[src/hdl/spcd_pkg.sv]
// shared types, constants and codes of the sphere pair collision detector
`default_nettype none

package spcd_pkg;

  localparam int MAX_SPHERES_DEF = 64;
  localparam int COORD_BITS_DEF  = 32;

  localparam int POS_W       = 32;
  localparam int RAD_W       = 31;
  localparam int RSUM_W      = 32;
  localparam int IDX_OUT_W   = 6;
  localparam int TOTAL_W     = 11;
  localparam int IN_TDATA_W  = 128;
  localparam int OUT_TDATA_W = 24;

  localparam logic [TOTAL_W-1:0] TOTAL_MAX = 11'd2047;

  localparam logic ACT_CLEAR   = 1'b0;
  localparam logic ACT_ADD     = 1'b1;
  localparam logic KIND_PAIR   = 1'b0;
  localparam logic KIND_REPORT = 1'b1;

  typedef enum logic [2:0] {
    ST_IDLE,
    ST_READ,
    ST_GAP,
    ST_SQ,
    ST_SUM,
    ST_CHECK,
    ST_REPORT
  } state_t;

  typedef struct packed {
    logic load;
    logic rd;
    logic gap;
    logic sq;
    logic sum;
    logic emit_pair;
    logic emit_report;
    logic next_j;
  } cmd_t;

  typedef struct packed {
    logic full;
    logic empty;
    logic hit;
    logic last_j;
    logic out_free;
  } stat_t;

endpackage

`default_nettype wire

[src/hdl/spcd_ctrl.sv]
// controller that walks the stored spheres for each item
`default_nettype none

module spcd_ctrl (
  input  wire logic            clk,
  input  wire logic            rst_n,
  input  wire logic            in_tvalid,
  output logic                 in_tready,
  input  wire logic            in_tuser,
  input  wire spcd_pkg::stat_t stat,
  output spcd_pkg::cmd_t       cmd
);

  spcd_pkg::state_t state_r, state_nxt;
  logic             accept;

  assign accept = in_tvalid && in_tready;

  always_ff @(posedge clk) begin
    if (!rst_n) begin
      state_r <= spcd_pkg::ST_IDLE;
    end else begin
      state_r <= state_nxt;
    end
  end

  // next state
  always_comb begin
    state_nxt = state_r;
    unique case (state_r)
      spcd_pkg::ST_IDLE: begin
        if (accept) begin
          if ((in_tuser == spcd_pkg::ACT_CLEAR) || stat.full || stat.empty) begin
            state_nxt = spcd_pkg::ST_REPORT;
          end else begin
            state_nxt = spcd_pkg::ST_READ;
          end
        end
      end
      spcd_pkg::ST_READ:  state_nxt = spcd_pkg::ST_GAP;
      spcd_pkg::ST_GAP:   state_nxt = spcd_pkg::ST_SQ;
      spcd_pkg::ST_SQ:    state_nxt = spcd_pkg::ST_SUM;
      spcd_pkg::ST_SUM:   state_nxt = spcd_pkg::ST_CHECK;
      spcd_pkg::ST_CHECK: begin
        priority if (stat.hit && !stat.out_free) begin
          state_nxt = spcd_pkg::ST_CHECK;
        end else if (stat.last_j) begin
          state_nxt = spcd_pkg::ST_REPORT;
        end else begin
          state_nxt = spcd_pkg::ST_READ;
        end
      end
      spcd_pkg::ST_REPORT: begin
        if (stat.out_free) begin
          state_nxt = spcd_pkg::ST_IDLE;
        end
      end
      default: state_nxt = spcd_pkg::ST_IDLE;
    endcase
  end

  // outputs
  always_comb begin
    cmd       = '0;
    in_tready = 1'b0;
    unique case (state_r)
      spcd_pkg::ST_IDLE: begin
        in_tready = 1'b1;
        cmd.load  = in_tvalid;
      end
      spcd_pkg::ST_READ: cmd.rd  = 1'b1;
      spcd_pkg::ST_GAP:  cmd.gap = 1'b1;
      spcd_pkg::ST_SQ:   cmd.sq  = 1'b1;
      spcd_pkg::ST_SUM:  cmd.sum = 1'b1;
      spcd_pkg::ST_CHECK: begin
        cmd.emit_pair = stat.hit && stat.out_free;
        cmd.next_j    = (!stat.hit || stat.out_free) && !stat.last_j;
      end
      spcd_pkg::ST_REPORT: cmd.emit_report = stat.out_free;
      default: cmd = '0;
    endcase
  end

endmodule

`default_nettype wire

[config.mk]
export PLATFORM = sky130hd
export DESIGN_NAME = spcd_ctrl
export DESIGN_NICKNAME = d
export VERILOG_FILES = /design/src/hdl/spcd_pkg.sv /design/src/hdl/spcd_ctrl.sv
export SDC_FILE = /design/constraint.sdc
export NUM_CORES = 1
export LEC_CHECK = 0
export BUFFER_PORTS_ARGS = -buffer_cell sky130_fd_sc_hd__buf_2
export CAP_MARGIN = 0
export CORE_AREA = 3 3 40 42
export CTS_CLUSTER_SIZE = 8
export DETAILED_ROUTE_END_ITERATION = 6
export DIE_AREA = 0 0 43 45
export GPL_TIMING_DRIVEN = 1
export PLACE_DENSITY = 0.48
export SYNTH_ARGS = -nofsm -noshare
export SYNTH_HDL_FRONTEND = slang
export SYNTH_SLANG_ARGS = --single-unit
[constraint.sdc]
create_clock -name clk -period 3 [get_ports clk]
set_input_delay 0.3 -clock clk [delete_from_list [all_inputs] [get_ports clk]]
set_output_delay 0.3 -clock clk [all_outputs]
set_load 0.02 [all_outputs]
* Word level (Yosys, flattened, before mapping)
Cells that the tools add are included.
** Word-level totals
- Input port bits :: 9
- Bits in registers :: 3
** Operators by class
- Bitwise gates (word level) :: 1
- Equality and inequality tests :: 8
- Reductions and logical operators :: 12
- Mux-type cells :: 15
** Operators with widths (count)
- $pmux W3 S7 :: 1
- $mux W3 :: 5
- $eq A3 B3 Y1 const B :: 3
- $mux W1 :: 9
- $eq A3 B2 Y1 const B :: 2
- $logic_and A1 B1 Y1 :: 4
- $ne A2 B2 Y1 const B :: 2
- $eq A3 B1 Y1 const B :: 1
- $logic_not A1 Y1 :: 3
- $logic_not A3 Y1 :: 1
- $logic_or A1 B1 Y1 :: 3
- $reduce_and A2 Y1 :: 1
- $not A1 Y1 :: 1

* Logic depth before layout (Yosys ltp)
Gate-level depths: netlist of run 1.
- Word-level depth :: 6
- Gate-level depth with buffers :: 5
- Mapped depth without buffers :: 4

* Least setup slack after synthesis of run 1
No wires, ideal clock.
- Kind :: register -> output
- Start point :: register state_r[1]
- End point :: output cmd[7] in the netlist's numbering
- Arrival time :: 1.147 ns
- Stages on the path, launching flop included :: 5
- Required time :: 2.700 ns
- Setup slack :: 1.553 ns
- Path buffers :: 2
- Path through :: dfxtp_1 > buf_6 > nor3_2 > and2_1 > buf_4
** RTL lines
- start, declared :: RTL line spcd_ctrl.sv:14 : spcd_pkg::state_t state_r, state_nxt;
- start signal, assigned :: RTL line spcd_ctrl.sv:21 : state_r <= spcd_pkg::ST_IDLE;
- start signal, assigned :: RTL line spcd_ctrl.sv:23 : state_r <= state_nxt;
- end, declared :: RTL line spcd_ctrl.sv:11 : output spcd_pkg::cmd_t cmd

==> out/qor.yml, run 1 <==
cp_num_cells: 4
timing_max_transition_violations_final: 0
layout.filler_cells: 159
final_nets: 69
cts_num_sinks: 3
wl_per_cell_um: 9.53
r2r_end: "state_r[1]$_SDFFE_PN0P_"
setup_viol: 0
clk-insertion-delay-late_ns: 0.23
grt_start_max_net_pins: 11
antenna_cells_inserted: 0
crit_type: "flop to output port"
route.detailed.drc: 0
power_leakage_nw: 0.180
area_growth_syn_to_layout_pct: 33.5
post-synth-top-area-cell: "dfxtp_1"
synth_top_cell_area_share: 0.211
cts.htree.levels: 1
buffer_type_at_the_clock_tree_root: "clkbuf_4"
postSynthCellCount: 42
layout_commonest_cell: "buf_2"
grt_first_pass_wirelength_um: 1150
gp_congestion: 0.755
count_of_state_elements_after_synthesis: 3
ratio_of_cells_with_drive_above_1_in_the_final_layout: 0.356
synth_area_um2: 284
post_cts.resized_instances: 0
tritoncts: "yes"
synth.avg_cell_area_um2: 6.76
cp_data_required_time_ns: 2.70
worst-r2r-setup-slack_ns: 1.85
max_cap_violations: 0
tritoncts.num_buffers: 3
largest_reg_flops: 3
arrival_ns: 1.27
die_x_um: 43
globalRouteOverflowTotal: 0
gr-usage-all-layers: 0.0798
min_path_type: "input port to flop"
detail_route.first_pass.iterations: 4
detailroute.via_count: 340
totalNegativeSetupSlack_ns: 0
synth_nets: 51
fmaxAchievable_mhz: 637
cp.buffers_inverters: 2
first_global_vias: 289
net-switching-power_uw: 194
start_util: 0.221
slew_headroom: 0.788
coreArea_um2: 1280
synth.distinct_cells: 20
boundaryPins: 18
utilization: 0.295
worstSetupEndpointType: "output port"
fp-row-count: 13
cp_slowest_stage_delay_ns: 0.47
power_switching_share: 0.503
final_antenna_net_count: 0
drt_iter0_drc: 13
peakVddDrop_v: 0.000363
grt_setup_unrepaired: "false"
p_comb_frac: 0.551
transition_time_at_the_pin_with_the_least_slew_margin_ns: 0.317
critical_path.startpoint: "state_r[0]$_SDFFE_PN0P_"
r2r_cells: 3
cp-start-kind: "flop"
finalWorstPathRequiredPeriod_ns: 1.57
cp-endpoint: "cmd[4]"
critPathTopFamily: "flip-flops"
die_h_um: 45
max_flop_register: "state_r"
hold_buffers: 0
post-cts-setup-buffer-count: 0
clockBufferDepth: 2
seq_power_share: 0.266
routed_via_density: 4.59
port_buffers: 17
largest_regs: "state_r x3"
clock_power_share: 0.183
detail_route.wirelength_um: 705
r2r_start: "state_r[0]$_SDFFE_PN0P_"
critical_path.slowest_cell: "dfxtp_1"
final_cell_mix: "buf_2, nor2_1, nand2_1, nand2b_1"
holdWs_ns: 0.352
synth_sequential_area_ratio: 0.211
synth.yosys.warnings: 0
layout_worst_path_cycle_share: 0.523
power_report.internal_total_uw: 192
timing.final.hold_violations: 0
design.die.area_um2: 1940
powerDensity_nw_per_um2: 1020
worstPathMaxFanout: 8
clock_pin_slew_on_the_worst_setup_and_hold_paths_ns: 0.04
ys_top_cells_by_area: "dfxtp_1, nor2_1, nand2b_1"
timing.critical_path.cells: "inv_1 > nor2_1 > and2_1 > buf_2"
dp_hpwl_um: 560
status: "completed"
antenna_found_initial: 0
clock_skew_ns: 0.000453
worst min path at each step:
stage	startpoint	to	slack, ns	depth (start not counted)
floorplan	rst_n	state_r[0]$_SDFFE_PN0P_	0.45	2
global placement	rst_n	state_r[2]$_SDFFE_PN0P_	0.59	3
detailed placement	rst_n	state_r[2]$_SDFFE_PN0P_	0.59	3
CTS	rst_n	state_r[2]$_SDFFE_PN0P_	0.34	3
global route	rst_n	state_r[2]$_SDFFE_PN0P_	0.38	3
finish	rst_n	state_r[2]$_SDFFE_PN0P_	0.35	3
synth_stat cells:
cell type and count:
nand2_1 5, a31oi_1 2, nor3_1 1, a21oi_1 2
or3_1 1, o211ai_1 2, clkbuf_2 1, nand3_1 3
nand3b_1 1, inv_1 1, nand2b_1 4, nor3_2 1
dfxtp_1 3, buf_4 1, nor2_1 7, a211o_1 1
buf_6 2, and2_1 2, o21ai_0 1, nor3b_1 1
power by group through the flow:
stage          Clock [mW]  Sequential (mW)  Combinational (mW)
3_5_place_dp            0            0.102               0.217
2_1_floorplan           0           0.0651               0.227
3_3_place_gp            0            0.104               0.219
6_report           0.0706            0.103               0.213
4_1_cts            0.0750            0.102               0.217
5_1_grt            0.0765            0.108               0.237
cell type report:
| type | count | area [um^2] | area share |
|---|---|---|---|
| clock buffers | 4 | 26.3 | 0.0693 |
| inverters | 1 | 3.75 | 0.00990 |
| multi-input cells | 34 | 185 | 0.488 |
| flip-flops and latches | 3 | 60.1 | 0.158 |
| well taps | 15 | 18.8 | 0.0495 |
| repair buffers | 17 | 85.1 | 0.224 |
per-layer routing:
layer,global-route usage,vias up,part of all wire
li1,-,178,-
met1,0.106,151,0.44
met2,0.111,11,0.50
met3,0.0120,0,0.067
met4,0.0723,0,0
met5,0,-,0
worst reg2reg max path, delay by kind of cell (launching register included):
family / cells / cell delay (ns)
AO/OA/AOI/OAI: 2 / 0.44
buffers and inverters: 1 / 0.16
flip-flops: 1 / 0.47
stage by stage:
step	std cells	power, mW	setup slack (ns)	cell area [um^2]
2_1_floorplan	42	0.292	1.55	284
3_3_place_gp	70	0.323	1.71	353
3_5_place_dp	70	0.319	1.69	353
4_1_cts	74	0.394	1.42	379
5_1_grt	74	0.422	1.33	379
6_report	74	0.386	1.43	379
cell families (layout without fill, tap and decap cells):
family,Yosys count,in the layout,synth area share
DFF,3,3,0.211
AOI/OAI and AO/OA,8,8,0.181
and+or+nand+nor,26,26,0.471
buffers and inverters,5,22,0.137
Power figures use the tool's default switching activity.
==> run 2: changes to the inputs <==
--- a/config.mk
+++ b/config.mk
@@ -12,7 +12,7 @@
 export DETAILED_ROUTE_END_ITERATION = 6
 export DIE_AREA = 0 0 43 45
 export GPL_TIMING_DRIVEN = 1
-export PLACE_DENSITY = 0.48
+export PLACE_DENSITY = 0.49
 export SYNTH_ARGS = -nofsm -noshare
 export SYNTH_HDL_FRONTEND = slang
 export SYNTH_SLANG_ARGS = --single-unit
==> constraint.sdc (replaced) <==
create_clock -name clk -period 1.4 [get_ports clk]
set_input_delay 0.14 -clock clk [delete_from_list [all_inputs] [get_ports clk]]
set_output_delay 0.14 -clock clk [all_outputs]
set_load 0.02 [all_outputs]
==> run 2 against run 1 <==
  * Critical path depth decreased by 1
  * Sequential power increased by 140%
  * Non-clock buffer count unchanged
  * Worst setup slack got worse by 1.3 ns
  * Highest routed layer is now met4
  * Hold slack got worse by 0.16 ns
  * Register-to-register slack got worse by 1.5 ns
==> out/qor.yml, run 2 (synthesized netlist as in run 1, its figures left out) <==
status: "completed"
largest_regs: "state_r x3"
power_leakage_nw: 0.184  # +1.9%
cp_data_required_time_ns: 1.26  # -1.44 ns
totalNegativeSetupSlack_ns: 0  # unchanged
globalRouteOverflowTotal: 0  # unchanged
fmaxAchievable_mhz: 790
max_cap_violations: 0  # unchanged
arrival_ns: 1.13  # -0.14 ns
max_flop_register: "state_r"
wl_per_cell_um: 9.86  # +3.5%
layout_worst_path_cycle_share: 0.905
endpoint_of_the_worst_hold_timing_path: "state_r[2]$_SDFFE_PN0P_"
boundaryPins: 18  # unchanged
net-switching-power_uw: 429  # +120%
port_buffers: 17  # unchanged
cts_num_sinks: 3  # unchanged
r2r_start: "state_r[1]$_SDFFE_PN0P_"
worstPathMaxFanout: 10  # +2
clock_skew_ns: 0.000451  # -0.00000196 ns
largest_reg_flops: 3  # unchanged
peakVddDrop_v: 0.000571  # +57%
clock_pin_slew_on_the_worst_setup_and_hold_paths_ns: 0.04  # about the same
design.die.area_um2: 1940  # unchanged
grt_start_max_net_pins: 11  # unchanged
tritoncts: "yes"
detail_route.wirelength_um: 730  # +3.5%
gp_congestion: 0.770  # +2.0%
final_cell_mix: "buf_2, nor2_1, nand2_1, nand2b_1"
critical_path.startpoint: "state_r[1]$_SDFFE_PN0P_"
antenna_cells_inserted: 0  # unchanged
dp_hpwl_um: 576  # +2.8%
finalWorstPathRequiredPeriod_ns: 1.27
clock_power_share: 0.169  # -0.014
final_antenna_net_count: 0  # unchanged
buffer_type_at_the_clock_tree_root: "clkbuf_4"
gr-usage-all-layers: 0.0890  # +0.00922
p_comb_frac: 0.547  # -0.004
setup_viol: 0  # unchanged
first_global_vias: 300  # +3.8%
die_x_um: 43  # unchanged
route.detailed.drc: 0  # unchanged
start_util: 0.221  # unchanged
worstHoldStart: "rst_n"
min_delay_path_depth: 3  # unchanged
power_switching_share: 0.494  # -0.00904
timing_max_transition_violations_final: 0  # unchanged
power_report.internal_total_uw: 440  # +130%
final_nets: 69  # unchanged
layout_commonest_cell: "buf_2"
drt_iter0_drc: 2  # -11
grt_setup_unrepaired: "false"
detailroute.via_count: 326  # -4.1%
slew_headroom: 0.877  # +0.0886
cp-start-kind: "flop"
coreArea_um2: 1280  # unchanged
detail_route.first_pass.iterations: 2  # -2
ratio_of_cells_with_drive_above_1_in_the_final_layout: 0.407  # +0.0508
hold_buffers: 0  # unchanged
clockBufferDepth: 2  # unchanged
antenna_found_initial: 0  # unchanged
timing.final.hold_violations: 0  # unchanged
crit_type: "flop to output port"
fp-row-count: 13  # unchanged
worstSetupEndpointType: "output port"
seq_power_share: 0.283  # +0.017
die_h_um: 45  # unchanged
cts.htree.levels: 1  # unchanged
utilization: 0.305  # +0.00974
tritoncts.num_buffers: 3  # unchanged
clk-insertion-delay-late_ns: 0.23  # about the same
area_growth_syn_to_layout_pct: 37.9
r2r_cells: 3  # unchanged
routed_via_density: 4.41  # -4.1%
grt_first_pass_wirelength_um: 1230  # +7.2%
min_path_type: "input port to flop"
powerDensity_nw_per_um2: 2220  # +120%
transition_time_at_the_pin_with_the_least_slew_margin_ns: 0.183  # -0.134 ns
worst-r2r-setup-slack_ns: 0.40  # -1.45 ns
r2r_end: "state_r[0]$_SDFFE_PN0P_"
==> run 2: power groups by stage <==
stage / Clock [mW] / Combinational (mW) / Sequential [mW]
2_1_floorplan: 0 / 0.486 / 0.140
6_report: 0.147 / 0.476 / 0.246
4_1_cts: 0.157 / 0.469 / 0.220
5_1_grt: 0.159 / 0.531 / 0.262
3_5_place_dp: 0 / 0.466 / 0.218
3_3_place_gp: 0 / 0.472 / 0.220
==> run 2: timing repair <==
action / 4_1_cts / 5_1_grt
resized for setup: 1 / 4
buffers inserted: 0 / 0
hold endpoints to repair: 0 / 0
endpoints found under the setup margin: 1 / 4
==> run 2: how the worst max path moves through the flow <==
stage	to	slack [ns]	depth (start not counted)
3_3_place_gp	cmd[4]	0.27	4
5_1_grt	cmd[4]	0.05	4
6_report	cmd[7]	0.13	3
4_1_cts	cmd[7]	0.03	3
3_5_place_dp	cmd[4]	0.25	4
2_1_floorplan	cmd[7]	0.11	4
==> run 2: area by class of cell <==
type	count	area, um^2
Fill cell	148	893
Multi-Input combinational cell	34	191
Timing Repair Buffer	17	85.1
Sequential cell	3	66.3
Clock buffer	4	26.3
Tap cell	15	18.8
Inverter	1	3.75
==> run 2: critical path, stage by stage (launching register included) <==
cell,delay [ns]
dfxtp_2,0.36
nor3_4,0.23
and2_1,0.15
buf_2,0.15
==> run 2: per-stage QoR <==
| step | hold slack [ns] | instances | setup WS [ns] | power [mW] | area (um^2) |
|---|---|---|---|---|---|
| floorplan | 0.289 | 42 | 0.113 | 0.626 | 284 |
| global placement | 0.429 | 70 | 0.274 | 0.692 | 353 |
| detailed placement | 0.424 | 70 | 0.253 | 0.684 | 353 |
| CTS | 0.179 | 74 | 0.0254 | 0.846 | 380 |
| global route | 0.208 | 74 | 0.0515 | 0.952 | 392 |
| finish | 0.189 | 74 | 0.134 | 0.869 | 392 |
==> run 2: metal layers <==
layer,up-vias,global-route usage,share of wire
li1,177,-,-
met1,141,0.106,0.45
met2,6,0.123,0.49
met3,2,0.0279,0.053
met4,0,0.0904,0.014
met5,-,0,0
==> run 3: changes to the inputs <==
--- a/config.mk
+++ b/config.mk
@@ -5,6 +5,7 @@
 export SDC_FILE = /design/constraint.sdc
 export NUM_CORES = 1
 export LEC_CHECK = 0
+export ABC_AREA = 1
 export BUFFER_PORTS_ARGS = -buffer_cell sky130_fd_sc_hd__buf_2
 export CAP_MARGIN = 0
 export CORE_AREA = 3 3 40 42
@@ -12,7 +13,7 @@
 export DETAILED_ROUTE_END_ITERATION = 6
 export DIE_AREA = 0 0 43 45
 export GPL_TIMING_DRIVEN = 1
-export PLACE_DENSITY = 0.49
+export PLACE_DENSITY = 0.54
 export SYNTH_ARGS = -nofsm -noshare
 export SYNTH_HDL_FRONTEND = slang
 export SYNTH_SLANG_ARGS = --single-unit
==> run 3 against run 2 <==
  * First-iteration DRC count grew 100%
  * Worst setup slack got worse by 0.041 ns
  * Clock-buffer cell count did not move
  * Global-route usage up 0.58 points
  * Synthesized cell count rose by 40%
  * Sequential cell count unchanged
  * Wire length rose by 8.4%
  * Core utilization is 6.2 points higher
==> out/qor.yml, run 3 <==
status: "completed"
post-synth-top-area-cell: "dfxtp_1"
count_of_state_elements_after_synthesis: 3  # unchanged
fin_total_pwr_uw: 911  # +4.8%
first_global_vias: 331  # +10%
area_growth_syn_to_layout_pct: 39.1
timing.critical_path.cells: "inv_2 > nand2_2 > nor2_4 > inv_2 > nor3_1 > buf_2"
antenna_found_initial: 0  # unchanged
net-switching-power_uw: 467  # +8.7%
synth.distinct_cells: 17  # -15%
die_x_um: 43  # unchanged
tritoncts.num_buffers: 3  # unchanged
worstSetupEndpointType: "output port"
die_h_um: 45  # unchanged
start_util: 0.264  # +0.0428
peakVddDrop_v: 0.00106  # +85%
power_report.internal_total_uw: 445  # +1.1%
antenna_cells_inserted: 0  # unchanged
wl_per_cell_um: 8.33  # -16%
clockBufferDepth: 2  # unchanged
hold_buffers: 0  # unchanged
globalRouteMet1Util: 0.108  # +0.00240
layout.cells.non_filler: 95  # +28%
layout_commonest_cell: "buf_2"
grt-busiest-layer: "met2"
finalWorstPathRequiredPeriod_ns: 1.31  # +0.0406 ns
power_switching_share: 0.512  # +0.0181
clock_power_share: 0.170  # about the same
critPathTopFamily: "flip-flops"
largest_regs: "state_r x3"
seq_power_share: 0.193  # -0.090
buffer_type_at_the_clock_tree_root: "clkbuf_4"
cp.buffers_inverters: 3  # +2
cp_data_required_time_ns: 1.26  # about the same
design.die.area_um2: 1940  # unchanged
clk-insertion-delay-late_ns: 0.23  # about the same
powerDensity_nw_per_um2: 1930  # -13%
met2_layer_usage_reported_by_global_route: 0.150  # +0.0269
post_synth_edffs: 0  # unchanged
min_path_type: "input port to flop"
largest_reg_flops: 3  # unchanged
port_buffers: 17  # unchanged
detail_route.first_pass.iterations: 2  # unchanged
power_leakage_nw: 0.308  # +67%
path_common_cell: "inv_2"
final_cell_mix: "buf_2, inv_1, nand2_1, nor2_1"
p_comb_frac: 0.637  # +0.090
utilization: 0.367  # +0.0623
number_of_placed_instances_taps_included: 90  # +29%
grt_start_max_net_pins: 7  # -4
dp_hpwl_um: 667  # +16%
synth_area_um2: 339  # +19%
critical_path.slowest_cell: "dfxtp_1"
globalRouteOverflowTotal: 0  # unchanged
synth_top_cells_by_count: "inv_1, nand2_1, nor2_1"
final_nets: 90  # +30%
layout_worst_path_cycle_share: 0.934  # +0.0290
final_antenna_net_count: 0  # unchanged
slew_headroom: 0.835  # -0.0417
ys_top_cells_by_area: "dfxtp_1, inv_1, nand3_2"
synth_nets: 68  # +33%
global_route.usage.met3: 0.0279  # unchanged
leading_cell_type_by_number_of_instances_after_synthesis: "inv_1"
route.detailed.drc: 0  # unchanged
clock_skew_ns: 0.000520  # +0.0000687 ns
timing_max_transition_violations_final: 0  # unchanged
cp_slowest_stage_delay_ns: 0.34  # -0.02 ns
boundaryPins: 18  # unchanged
cp-start-kind: "flop"
drt_iter0_drc: 4  # +2
synth.avg_cell_area_um2: 5.75  # -15%
totalNegativeSetupSlack_ns: 0  # unchanged
synth_top_cell_area_share: 0.177  # -0.0343
synth.yosys.warnings: 0  # unchanged
fp-row-count: 13  # unchanged
asyncSetResetFlopFracSynth: 0  # unchanged
detailroute.via_count: 385  # +18%
clock_pin_slew_on_the_worst_setup_and_hold_paths_ns: 0.04  # about the same
timing.final.hold_violations: 0  # unchanged
transition_time_at_the_pin_with_the_least_slew_margin_ns: 0.244  # +0.0619 ns
crit_type: "flop to output port"
synth_sequential_area_ratio: 0.177  # -0.0343
arrival_ns: 1.17  # +0.04 ns
cts.htree.levels: 1  # unchanged
setup_viol: 0  # unchanged
ratio_of_cells_with_drive_above_1_in_the_final_layout: 0.475  # +0.0682
gp_congestion: 0.711  # -7.6%
detail_route.wirelength_um: 791  # +8.4%
routed_via_density: 4.05  # -8.0%
worstPathMaxFanout: 5  # -5
coreArea_um2: 1280  # unchanged
cts_num_sinks: 3  # unchanged
postSynthCellCount: 59  # +40%
fmaxAchievable_mhz: 765  # -3.1%
gr-usage-all-layers: 0.0948  # +0.00582
max_cap_violations: 0  # unchanged
grt_first_pass_wirelength_um: 1350  # +9.5%
synth_top_flop_cell: "dfxtp_1"
tritoncts: "yes"
max_flop_register: "state_r"
==> run 3: cell types whose count changed after synthesis, moves of 3 or more <==
cell / before / now
nand2_1: 5 / 8
nand3_2: 0 / 3
inv_2: 0 / 3
nor3_1: 1 / 4
nand2b_1: 4 / 0
inv_1: 1 / 15
nand2_2: 0 / 4
==> run 3: repair_timing <==
action	4_1_cts	5_1_grt
endpoints found under the setup margin	1	2
gates resized for setup	1	2
pin swaps	0	0
buffers inserted	0	1
cloned	0	0
==> run 3: kinds of logic after synthesis <==
family	share of synthesized area
compound gates	0.0848
buf+inv	0.221
simple gates	0.517
flops	0.177
==> run 3: power by group through the flow <==
stage | clock network (mW) | registers [mW] | logic (mW)
floorplan | 0 | 0.161 | 0.458
global placement | 0 | 0.169 | 0.583
detailed placement | 0 | 0.171 | 0.573
CTS | 0.165 | 0.171 | 0.577
global route | 0.174 | 0.184 | 0.647
finish | 0.155 | 0.176 | 0.580
==> run 3: layer usage <==
layer	routed length, um	vias up
met5	0	-
met4	8	0
met3	38	2
met2	401	8
met1	343	158
li1	-	217
==> run 3: final cells by class <==
| type | instances | area, um^2 |
|---|---|---|
| clock buffer | 4 | 26.3 |
| tap | 15 | 18.8 |
| sequential | 3 | 62.6 |
| multi-input combinational | 37 | 204 |
| timing repair buffer | 18 | 92.6 |
| inverter | 18 | 67.6 |
| fill | 150 | 813 |
==> run 3: worst paths after layout <==
check | slack, ns | endpoint | depth (start not counted) | start
min | 0.17 | state_r[1]$_SDFFE_PN0P_ | 3 | rst_n
max | 0.09 | cmd[2] | 6 | state_r[1]$_SDFFE_PN0P_
min reg2reg | 0.66 | state_r[1]$_SDFFE_PN0P_ | 3 | state_r[0]$_SDFFE_PN0P_
max reg2reg | 0.33 | state_r[1]$_SDFFE_PN0P_ | 8 | state_r[1]$_SDFFE_PN0P_
==> run 3: worst register-to-register path: stages (launching register included) <==
cell	delay [ns]
dfxtp_1	0.39
inv_2	0.07
buf_4	0.14
nand2_2	0.07
nor2_2	0.04
nand2_2	0.07
nand3_2	0.08
nand2_2	0.06
a21oi_2	0.04
==> run 3: metrics by stage <==
| step | instance area (um^2) | hold WS [ns] | worst slack, ns |
|---|---|---|---|
| global route | 472 | 0.196 | -0.00200 |
| finish | 472 | 0.171 | 0.0930 |
| detailed placement | 435 | 0.411 | 0.258 |
| floorplan | 339 | 0.310 | 0.169 |
| global placement | 435 | 0.419 | 0.262 |
| CTS | 463 | 0.163 | 0.0229 |
